<file path="config.mk">
export PLATFORM = sky130hd
export DESIGN_NAME = six_bit_text_codec_flat
export DESIGN_NICKNAME = d
export VERILOG_FILES = /design/src/hw/rtl/sbtc_pkg.sv /design/src/hw/rtl/sbtc_in_if.sv /design/src/hw/rtl/sbtc_out_if.sv /design/src/hw/rtl/sbtc_step.sv /design/src/hw/rtl/sbtc_fifo.sv /design/src/hw/rtl/six_bit_text_codec.sv /design/src/flat_wrapper.sv
export SDC_FILE = /design/constraint.sdc
export NUM_CORES = 1
export LEC_CHECK = 0
export BUFFER_PORTS_ARGS = -buffer_cell sky130_fd_sc_hd__buf_2
export CELL_PAD_IN_SITES_DETAIL_PLACEMENT = 0
export CELL_PAD_IN_SITES_GLOBAL_PLACEMENT = 1
export CORE_ASPECT_RATIO = 1.1
export CORE_UTILIZATION = 50
export CTS_BUF_LIST = sky130_fd_sc_hd__clkbuf_8 sky130_fd_sc_hd__clkbuf_16
export DETAILED_ROUTE_END_ITERATION = 6
export GPL_ROUTABILITY_DRIVEN = 0
export PLACE_DENSITY_LB_ADDON = 0.2
export SETUP_SLACK_MARGIN = 0.4
export SLEW_MARGIN = 5
export SYNTH_ARGS = -nofsm -noshare
export SYNTH_HDL_FRONTEND = slang
export SYNTH_HIERARCHICAL = 1
export SYNTH_SLANG_ARGS = --single-unit
</file>
<file path="constraint.sdc">
create_clock -name clk -period 5.94 [get_ports clk]
set_input_delay 0.594 -clock clk [delete_from_list [all_inputs] [get_ports clk]]
set_output_delay 0.594 -clock clk [all_outputs]
set_load 0.005 [all_outputs]
</file>
<file path="src/hw/rtl/sbtc_pkg.sv">
package sbtc_pkg;

	localparam int LIMIT_W   = 16;
	localparam int CFG_IDX_W = 1;
	localparam int CFG_W     = 16;

	localparam logic [CFG_IDX_W-1:0] REG_DECODE_MODE  = 1'b0;
	localparam logic [CFG_IDX_W-1:0] REG_OUTPUT_LIMIT = 1'b1;

	localparam logic [7:0] SYM_OFFSET = 8'h3C;
	localparam logic [LIMIT_W-1:0] LIMIT_RESET = 16'hFFFF;

	typedef struct packed {
		logic [7:0] out_byte;
		logic       out_valid;
		logic       out_last;
		logic       decode_error;
	} result_t;

	typedef struct packed {
		logic [1:0] phase;
		logic [7:0] carry_bits;
		logic       discarding;
	} codec_state_t;

	typedef struct packed {
		logic       decode_mode;
		logic [LIMIT_W-1:0] output_limit;
	} codec_cfg_t;

endpackage

</file>
<file path="src/hw/rtl/sbtc_in_if.sv">
interface sbtc_in_if;
	logic       valid;
	logic       ready;
	logic [7:0] in_byte;
	logic       in_last;

	modport source (output valid, in_byte, in_last, input ready);
	modport sink (input valid, in_byte, in_last, output ready);
endinterface

</file>
<file path="src/hw/rtl/sbtc_out_if.sv">
interface sbtc_out_if;
	logic       valid;
	logic       ready;
	logic [7:0] out_byte;
	logic       out_valid;
	logic       out_last;
	logic       decode_error;

	modport source (output valid, out_byte, out_valid, out_last, decode_error, input ready);
	modport sink (input valid, out_byte, out_valid, out_last, decode_error, output ready);
endinterface

</file>
<file path="src/hw/rtl/sbtc_step.sv">
module sbtc_step #(
	parameter int COUNT_WIDTH = 16
) (
	input  sbtc_pkg::codec_cfg_t   cfg,
	input  sbtc_pkg::codec_state_t st,
	input  logic [COUNT_WIDTH-1:0] cnt,
	input  logic [7:0]             in_byte,
	input  logic                   in_last,
	output sbtc_pkg::codec_state_t st_next,
	output logic [COUNT_WIDTH-1:0] cnt_next,
	output logic [1:0]             n_res,
	output sbtc_pkg::result_t      res0,
	output sbtc_pkg::result_t      res1
);
	import sbtc_pkg::*;

	localparam int CMP_W = (COUNT_WIDTH > LIMIT_W) ? COUNT_WIDTH : LIMIT_W;

	logic [COUNT_WIDTH-1:0] cnt1;
	logic may0;
	logic may1;

	assign cnt1 = cnt + 1'b1;
	assign may0 = (CMP_W'(cnt) < CMP_W'(cfg.output_limit)) && (cnt != '1);
	assign may1 = (CMP_W'(cnt1) < CMP_W'(cfg.output_limit)) && (cnt1 != '1);

	always_comb begin
		logic [1:0] r;
		logic [5:0] ch;
		logic [5:0] made;
		logic [5:0] rest;
		logic [1:0] nd;
		logic       clr;
		logic       fin;

		st_next = st;
		n_res   = 2'd0;
		nd      = 2'd0;
		res0    = '0;
		res1    = '0;
		clr     = 1'b0;
		fin     = 1'b0;
		r       = 2'd0;
		ch      = '0;
		made    = '0;
		rest    = '0;

		if (st.discarding) begin
			if (in_last) begin
				if (st.phase == 2'd1) begin
					res0.out_last = 1'b1;
					n_res = 2'd1;
				end
				clr = 1'b1;
			end
		end else if (cfg.decode_mode) begin
			if (in_byte < SYM_OFFSET || in_byte[7]) begin
				res0.decode_error = 1'b1;
				res0.out_last = 1'b1;
				n_res = 2'd1;
				if (in_last) begin
					clr = 1'b1;
				end else begin
					st_next.discarding = 1'b1;
					st_next.phase = 2'd0;
				end
			end else begin
				ch = 6'(in_byte - SYM_OFFSET);
				if (!may0) begin
					if (!in_last) begin
						st_next.discarding = 1'b1;
						st_next.phase = 2'd1;
					end
				end else begin
					case (st.phase)
						2'd0: begin
							st_next.carry_bits = {ch, 2'b00};
							st_next.phase = 2'd1;
						end
						2'd1: begin
							res0.out_byte = st.carry_bits | {6'b000000, ch[5:4]};
							res0.out_valid = 1'b1;
							nd = 2'd1;
							st_next.carry_bits = {ch[3:0], 4'b0000};
							st_next.phase = 2'd2;
						end
						2'd2: begin
							res0.out_byte = st.carry_bits | {4'b0000, ch[5:2]};
							res0.out_valid = 1'b1;
							nd = 2'd1;
							st_next.carry_bits = {ch[1:0], 6'b000000};
							st_next.phase = 2'd3;
						end
						default: begin
							res0.out_byte = st.carry_bits | {2'b00, ch};
							res0.out_valid = 1'b1;
							nd = 2'd1;
							st_next.carry_bits = '0;
							st_next.phase = 2'd0;
						end
					endcase
				end
				fin = 1'b1;
			end
		end else begin
			if (may0) begin
				r = (st.phase == 2'd3) ? 2'd0 : st.phase;
				case (r)
					2'd0: begin
						made = st.carry_bits[5:0] | in_byte[7:2];
						rest = {in_byte[1:0], 4'b0000};
					end
					2'd1: begin
						made = st.carry_bits[5:0] | {2'b00, in_byte[7:4]};
						rest = {in_byte[3:0], 2'b00};
					end
					default: begin
						made = st.carry_bits[5:0] | {4'b0000, in_byte[7:6]};
						rest = in_byte[5:0];
					end
				endcase
				res0.out_byte = {2'b00, made} + SYM_OFFSET;
				res0.out_valid = 1'b1;
				nd = 2'd1;
				if (r < 2'd2) begin
					st_next.carry_bits = {2'b00, rest};
					st_next.phase = r + 2'd1;
				end else begin
					if (may1) begin
						res1.out_byte = {2'b00, rest} + SYM_OFFSET;
						res1.out_valid = 1'b1;
						nd = 2'd2;
					end
					st_next.carry_bits = '0;
					st_next.phase = 2'd0;
				end
				if (in_last && nd == 2'd1 && may1
						&& (st_next.phase == 2'd1 || st_next.phase == 2'd2)) begin
					res1.out_byte = {2'b00, st_next.carry_bits[5:0]} + SYM_OFFSET;
					res1.out_valid = 1'b1;
					nd = 2'd2;
				end
			end
			fin = 1'b1;
		end

		if (fin) begin
			n_res = nd;
			if (in_last) begin
				case (nd)
					2'd0: begin
						res0 = '0;
						res0.out_last = 1'b1;
						n_res = 2'd1;
					end
					2'd1: res0.out_last = 1'b1;
					default: res1.out_last = 1'b1;
				endcase
				clr = 1'b1;
			end
		end

		cnt_next = cnt + COUNT_WIDTH'(nd);
		if (clr) begin
			st_next  = '0;
			cnt_next = '0;
		end
	end

endmodule

</file>
<file path="src/hw/rtl/sbtc_fifo.sv">
module sbtc_fifo (
	input  logic              clk,
	input  logic              arst_n,
	input  logic [1:0]        push_n,
	input  sbtc_pkg::result_t push0,
	input  sbtc_pkg::result_t push1,
	output logic              room2,
	output logic              rd_valid,
	input  logic              rd_ready,
	output sbtc_pkg::result_t rd_data
);
	import sbtc_pkg::*;

	localparam int DEPTH = 4;
	localparam int PTR_W = $clog2(DEPTH);

	result_t          mem_q [DEPTH];
	logic [PTR_W-1:0] wp_q;
	logic [PTR_W-1:0] rp_q;
	logic [PTR_W:0]   count_q;
	logic             pop;

	assign pop      = rd_valid && rd_ready;
	assign rd_valid = (count_q != '0);
	assign rd_data  = mem_q[rp_q];
	assign room2    = (count_q <= (PTR_W+1)'(DEPTH - 2));

	always_ff @(posedge clk) begin
		if (push_n != 2'd0) begin
			mem_q[wp_q] <= push0;
		end
		if (push_n == 2'd2) begin
			mem_q[wp_q + 1'b1] <= push1;
		end
	end

	always_ff @(posedge clk or negedge arst_n) begin
		if (!arst_n) begin
			wp_q    <= '0;
			rp_q    <= '0;
			count_q <= '0;
		end else begin
			wp_q    <= wp_q + PTR_W'(push_n);
			rp_q    <= rp_q + PTR_W'(pop);
			count_q <= count_q + (PTR_W+1)'(push_n) - (PTR_W+1)'(pop);
		end
	end

endmodule

</file>
<file path="src/hw/rtl/six_bit_text_codec.sv">
// Six-bit text codec. Encode mode (decode_mode = 0) packs each three bytes of a message into
// four symbols (six-bit value plus 0x3C) and flushes leftover bits at in_last; decode mode
// unpacks symbols into bytes and ends the message with an error result on a symbol outside
// 0x3C..0x7F. Data results per message are capped by output_limit. An input transaction is
// taken into an input register every cycle while the four-entry result buffer has room for
// two results; one result transaction leaves per cycle while out_ch.ready is high. Results
// pass through the input register and then the result buffer before they appear on out_ch.
module six_bit_text_codec #(
	parameter int COUNT_WIDTH = 16
) (
	input  logic                            clk,
	input  logic                            arst_n,
	sbtc_in_if.sink                         in_ch,
	sbtc_out_if.source                      out_ch,
	input  logic                            cfg_we,
	input  logic [sbtc_pkg::CFG_IDX_W-1:0]  cfg_index,
	input  logic [sbtc_pkg::CFG_W-1:0]      cfg_data
);
	import sbtc_pkg::*;

	codec_cfg_t             cfg_q;
	codec_state_t           st_q;
	codec_state_t           st_next;
	logic [COUNT_WIDTH-1:0] cnt_q;
	logic [COUNT_WIDTH-1:0] cnt_next;

	logic       valid_s1;
	logic [7:0] byte_s1;
	logic       last_s1;

	logic       room2;
	logic       go;
	logic [1:0] n_res;
	logic [1:0] push_n;
	result_t    res0;
	result_t    res1;
	result_t    rd_data;

	assign go          = valid_s1 && room2;
	assign in_ch.ready = !valid_s1 || room2;
	assign push_n      = go ? n_res : 2'd0;

	always_ff @(posedge clk or negedge arst_n) begin
		if (!arst_n) begin
			cfg_q.decode_mode  <= 1'b0;
			cfg_q.output_limit <= LIMIT_RESET;
		end else if (cfg_we) begin
			case (cfg_index)
				REG_DECODE_MODE:  cfg_q.decode_mode <= cfg_data[0];
				REG_OUTPUT_LIMIT: cfg_q.output_limit <= cfg_data[LIMIT_W-1:0];
				default: ;
			endcase
		end
	end

	always_ff @(posedge clk or negedge arst_n) begin
		if (!arst_n) begin
			valid_s1 <= 1'b0;
		end else if (in_ch.ready) begin
			valid_s1 <= in_ch.valid;
		end
	end

	always_ff @(posedge clk) begin
		if (in_ch.valid && in_ch.ready) begin
			byte_s1 <= in_ch.in_byte;
			last_s1 <= in_ch.in_last;
		end
	end

	always_ff @(posedge clk or negedge arst_n) begin
		if (!arst_n) begin
			st_q  <= '0;
			cnt_q <= '0;
		end else if (go) begin
			st_q  <= st_next;
			cnt_q <= cnt_next;
		end
	end

	sbtc_step #(
		.COUNT_WIDTH(COUNT_WIDTH)
	) u_step (
		.cfg      (cfg_q),
		.st       (st_q),
		.cnt      (cnt_q),
		.in_byte  (byte_s1),
		.in_last  (last_s1),
		.st_next  (st_next),
		.cnt_next (cnt_next),
		.n_res    (n_res),
		.res0     (res0),
		.res1     (res1)
	);

	sbtc_fifo u_fifo (
		.clk      (clk),
		.arst_n   (arst_n),
		.push_n   (push_n),
		.push0    (res0),
		.push1    (res1),
		.room2    (room2),
		.rd_valid (out_ch.valid),
		.rd_ready (out_ch.ready),
		.rd_data  (rd_data)
	);

	assign out_ch.out_byte     = rd_data.out_byte;
	assign out_ch.out_valid    = rd_data.out_valid;
	assign out_ch.out_last     = rd_data.out_last;
	assign out_ch.decode_error = rd_data.decode_error;

`ifndef SYNTHESIS
	a_last_clears: assert property (@(posedge clk) disable iff (!arst_n)
		go && last_s1 |=> (st_q == '0) && (cnt_q == '0))
		else $error("message state not cleared after final transaction");

	a_discard_silent: assert property (@(posedge clk) disable iff (!arst_n)
		go && st_q.discarding && !last_s1 |-> n_res == 2'd0)
		else $error("result produced while discarding");

	a_last_on_final: assert property (@(posedge clk) disable iff (!arst_n)
		go && last_s1 && !st_q.discarding
		|-> n_res != 2'd0 && ((n_res == 2'd1) ? res0.out_last : res1.out_last))
		else $error("final transaction without last result");

	a_count_step: assert property (@(posedge clk) disable iff (!arst_n)
		go && !last_s1 |=> cnt_q >= $past(cnt_q))
		else $error("emitted count went backward inside a message");
`endif

endmodule
</file>
<file path="src/flat_wrapper.sv">
// flat-port wrapper written by rule: the top's interface ports become plain ports
module six_bit_text_codec_flat import sbtc_pkg::*;
#(
	parameter int COUNT_WIDTH = 16
)
  (clk, arst_n, cfg_we, cfg_index, cfg_data, in_ch_valid, in_ch_in_byte, in_ch_in_last, in_ch_ready, out_ch_valid, out_ch_out_byte, out_ch_out_valid, out_ch_out_last, out_ch_decode_error, out_ch_ready);
  sbtc_in_if in_ch_i ();
  sbtc_out_if out_ch_i ();
  input  logic clk;
  input  logic arst_n;
  input  logic cfg_we;
  input  logic [sbtc_pkg::CFG_IDX_W-1:0] cfg_index;
  input  logic [sbtc_pkg::CFG_W-1:0] cfg_data;
  input wire logic [$bits(in_ch_i.valid)-1:0] in_ch_valid;
  input wire logic [$bits(in_ch_i.in_byte)-1:0] in_ch_in_byte;
  input wire logic [$bits(in_ch_i.in_last)-1:0] in_ch_in_last;
  output wire logic [$bits(in_ch_i.ready)-1:0] in_ch_ready;
  output wire logic [$bits(out_ch_i.valid)-1:0] out_ch_valid;
  output wire logic [$bits(out_ch_i.out_byte)-1:0] out_ch_out_byte;
  output wire logic [$bits(out_ch_i.out_valid)-1:0] out_ch_out_valid;
  output wire logic [$bits(out_ch_i.out_last)-1:0] out_ch_out_last;
  output wire logic [$bits(out_ch_i.decode_error)-1:0] out_ch_decode_error;
  input wire logic [$bits(out_ch_i.ready)-1:0] out_ch_ready;
  assign in_ch_i.valid = in_ch_valid;
  assign in_ch_i.in_byte = in_ch_in_byte;
  assign in_ch_i.in_last = in_ch_in_last;
  assign in_ch_ready = in_ch_i.ready;
  assign out_ch_valid = out_ch_i.valid;
  assign out_ch_out_byte = out_ch_i.out_byte;
  assign out_ch_out_valid = out_ch_i.out_valid;
  assign out_ch_out_last = out_ch_i.out_last;
  assign out_ch_decode_error = out_ch_i.decode_error;
  assign out_ch_i.ready = out_ch_ready;
  six_bit_text_codec #(.COUNT_WIDTH(COUNT_WIDTH)) u_core (.clk(clk), .arst_n(arst_n), .in_ch(in_ch_i), .out_ch(out_ch_i), .cfg_we(cfg_we), .cfg_index(cfg_index), .cfg_data(cfg_data));
endmodule
</file>
==> impl_results.md <==
- Max clock buf depth: 2
- R2r startpoint: u_core/cnt_q[4]
- Worst Path Max Fanout: 7
- Die H: 131 um
- Fin. Hold Viols: 0
- CP peak stage delay: 590 ps
- Non-filler cells in the finished layout: 914
- Wire per inst: 20.3 um
- RSZ-0062 raised after global routing: no
- Final net count: 796
- Simple-gate portion of the synthesized area: 12.2%
- First-pass GRT wire length: between 20 and 30 mm
- Worst-Skew Late Latency: approximately 360 ps
- Die area: roughly 16000 sq um
- Pre-antenna DRT Iters: 5
- R2R Path End: u_core/cnt_q[14]
- Vias per cell: 6.08
- Setup crit start kind: flip-flop
- Worst Skew: 15.6 ps
- Main synth FF type: edfxtp_1
- Status: finished clean
- Drt total wl: about 19 mm
- # Max-Cap Violations: 0
- Yosys top cell area share: between 20% and 30%
- Crit path DAT: ~5500 ps
- # IOs: 44
- Post-synth ARST share: roughly 50%
- GRT Util Overall: 24.5%
- Mapped Cells: around 690
- # H-tree levels: 3
- Initial Utilization: 51.8%
- Most frequent CP cell: nor2_1
- Initial antenna violation count: 0
- Yosys reg bits: 105
- Initial DRC Count: ~400
- EDFF count, synth: 53
- Most common cell in the netlist: mux2_2
- Post-cts sizing count: 1
- Synth cell count leaders: mux2_2, edfxtp_1, nor2_1
- Register Area: just under 3000 sq um
- Compound-Gate Fraction of Synth Area: 12.7%
- Mapped Avg Cell Area: 11.0 sq um
- Static leakage: 3.50 nW
- Port Buffers: 43
- # diodes: 0
- Ranking of synthesized cells by area: edfxtp_1, dfrtp_1, mux2_2
- Worst Setup EP: u_core/cnt_q[14]
- CP cell instances: nand3_2, nor2_1, nand3_1, nor2_1, nand2_1, xnor2_1, ha_1, a221oi_1, o211a_1, a21oi_1, a211o_1, or4b_4, fa_1, nand3b_1, nor2_1, nand3_1, or3_1, a21oi_1, mux2_4
- Vias in the first global route: 5382
- Die W: 119 um
- Max VDD drop: about 210 uV
- Leading area contributor after synthesis: edfxtp_1
- Fin crit share: 87.7%
- Count of cell types in the netlist: between 80 and 90
- Filler instances: roughly 1200
- Crit path max-delay cell type: or4b_4
- Area of the multi-input gates: 4250 sq um
- Rel. slew slack: 31.8%
- Share of post-route cells with drive strength above 1: 29.9%
- Synth Area in XOR/XNOR: 4.53%
- Area Overhead vs Synth: 8.79%
- Reg2Reg Depth: 19
- Via count: 5557
- Worst Setup End Kind: flip-flop
- Routed Antenna Nets: 0
- Post-DP HPWL: about 13 mm
- Min-delay worst type: input pin to asynchronous set/reset pin
- CTS Buf Count: 9
- Core ar.: 14600 sq um
- Max Clk Rate: 192 MHz
- Worst reg2reg setup slack: 730 ps
- Post-synthesis sequential area ratio: between 30% and 40%
- Final Slew Violations: 0
- Period minus WS final: 5210 ps
- Critical Path Source: u_core/cnt_q[4]
- Root Buffer: clkbuf_16
- Post-cts hold buffer count: 0
- Setup bufs post-CTS: 0
- CTS clock-pin slew for the worst setup and hold paths: 80 ps
- Final setup vio count: 0
- CTS tree: built
- Warnings from Yosys: 6
- Syn Std Cell Area: 7550 sq um
- Row count: 46
- Largest net degree at the start of global routing: 53
- TNS Setup: 0 ps
- Req. time, crit path: 6240 ps
- Clock sinks: about 110
- Pwr per Cell Area: 428 nW/um^2
- Critical path class: flip-flop to flip-flop
- Synth Area in Adders: 8.16%
- Least-Margin Pin Slew: 1010 ps
- Drt drc: 0
- Mux cell area share after synthesis: 18.3%
- Combinational family with the most area after synthesis: multiplexers
- Placed Cells: between 800 and 900
- Final global-route overflow total: 0
sequential cells by signal, summed over array words and instances (netlist names):
name,flops
u_core/u_fifo/rp_q,2
u_core/u_fifo/count_q,3
u_core/cnt_q,16
u_core/valid_s1,1
u_core/st_q,11
u_core/u_fifo/wp_q,2
u_core/byte_s1,8
u_core/last_s1,1
u_core/cfg_q,17
u_core/u_fifo/mem_q,44
kinds of logic (layout without fill, tap and decap cells):
family	after synthesis	after routing
flip-flops	105	105
other	1	2
AND/OR/NAND/NOR	175	175
adder cells (fa/ha/maj)	48	48
AO/OA/AOI/OAI	133	133
XOR/XNOR	39	39
multiplexers	102	102
buffers and inverters	84	118
report_power, final:
part / internal [W] / leakage [nW] / switching (W)
sequential: 0.00101 / 1.13 / 0.000194
clock: 0.000336 / 0.146 / 0.000298
combinational: 0.000783 / 2.22 / 0.000886
how the worst min path moves through the flow:
| stage | endpoint | depth (start not counted) | slack (ps) |
|---|---|---|---|
| 5_1_grt | u_core/byte_s1[3] | 1 | 390 |
| 3_3_place_gp | u_core/st_q[8] | 1 | 510 |
| 3_5_place_dp | u_core/st_q[8] | 1 | 530 |
| 6_report | u_core/st_q[10] | 2 | 380 |
| 4_1_cts | u_core/byte_s1[3] | 1 | 390 |
| 2_1_floorplan | u_core/cfg_q[16] | 0 | 300 |
final cells by class:
cell class / instances / area share (%)
timing repair buffer: 60 / 4.18
multi-input combinational: 499 / 51.7
tap: 192 / 2.93
clock inverter: 7 / 1.04
inverter: 42 / 1.92
sequential: 105 / 35.5
clock buffer: 9 / 2.74
worst max-delay path: cells and delay by family (launching register included):
family                     cells  cell delay [ps]
xor gates and xnor gates       1              140
and+or+nand+nor               10             2450
AOI/OAI and AO/OA              5             1120
muxes                          1              170
adders and majority gates      2              770
DFF                            1              500
cells in the final DEF, fill, tap and decap left out, drive strengths merged, types with 16 or more instances in the layout:
cell and count:
mux2 89, buf 60, edfxtp 53, nor2 51, ha 46, inv 46, nand2 42, dfrtp 36
a21oi 35, o21ai 25, xor2 23, dfstp 16, xnor2 16
metal layers:
metal	global-route usage, %	part of all wire [%]	up-vias
met5	0	0	-
met1	33.0	45	2727
li1	-	-	2604
met2	39.9	48	191
met3	2.73	4.9	35
met4	11.4	2.5	0
through the flow:
stage,util [%],area [sq um],hold slack [ps],total power (W),setup slack (ps)
final,56.4,8210,380,0.00351,729
after global routing,56.4,8210,390,0.00371,449
after CTS,56.3,8190,388,0.00352,409
after detailed placement,54.1,7880,529,0.00287,346
after global placement,54.1,7880,515,0.00282,531
after floorplan,-,7550,298,0.00244,558
Note: power is estimated with default switching activity, not from simulation.
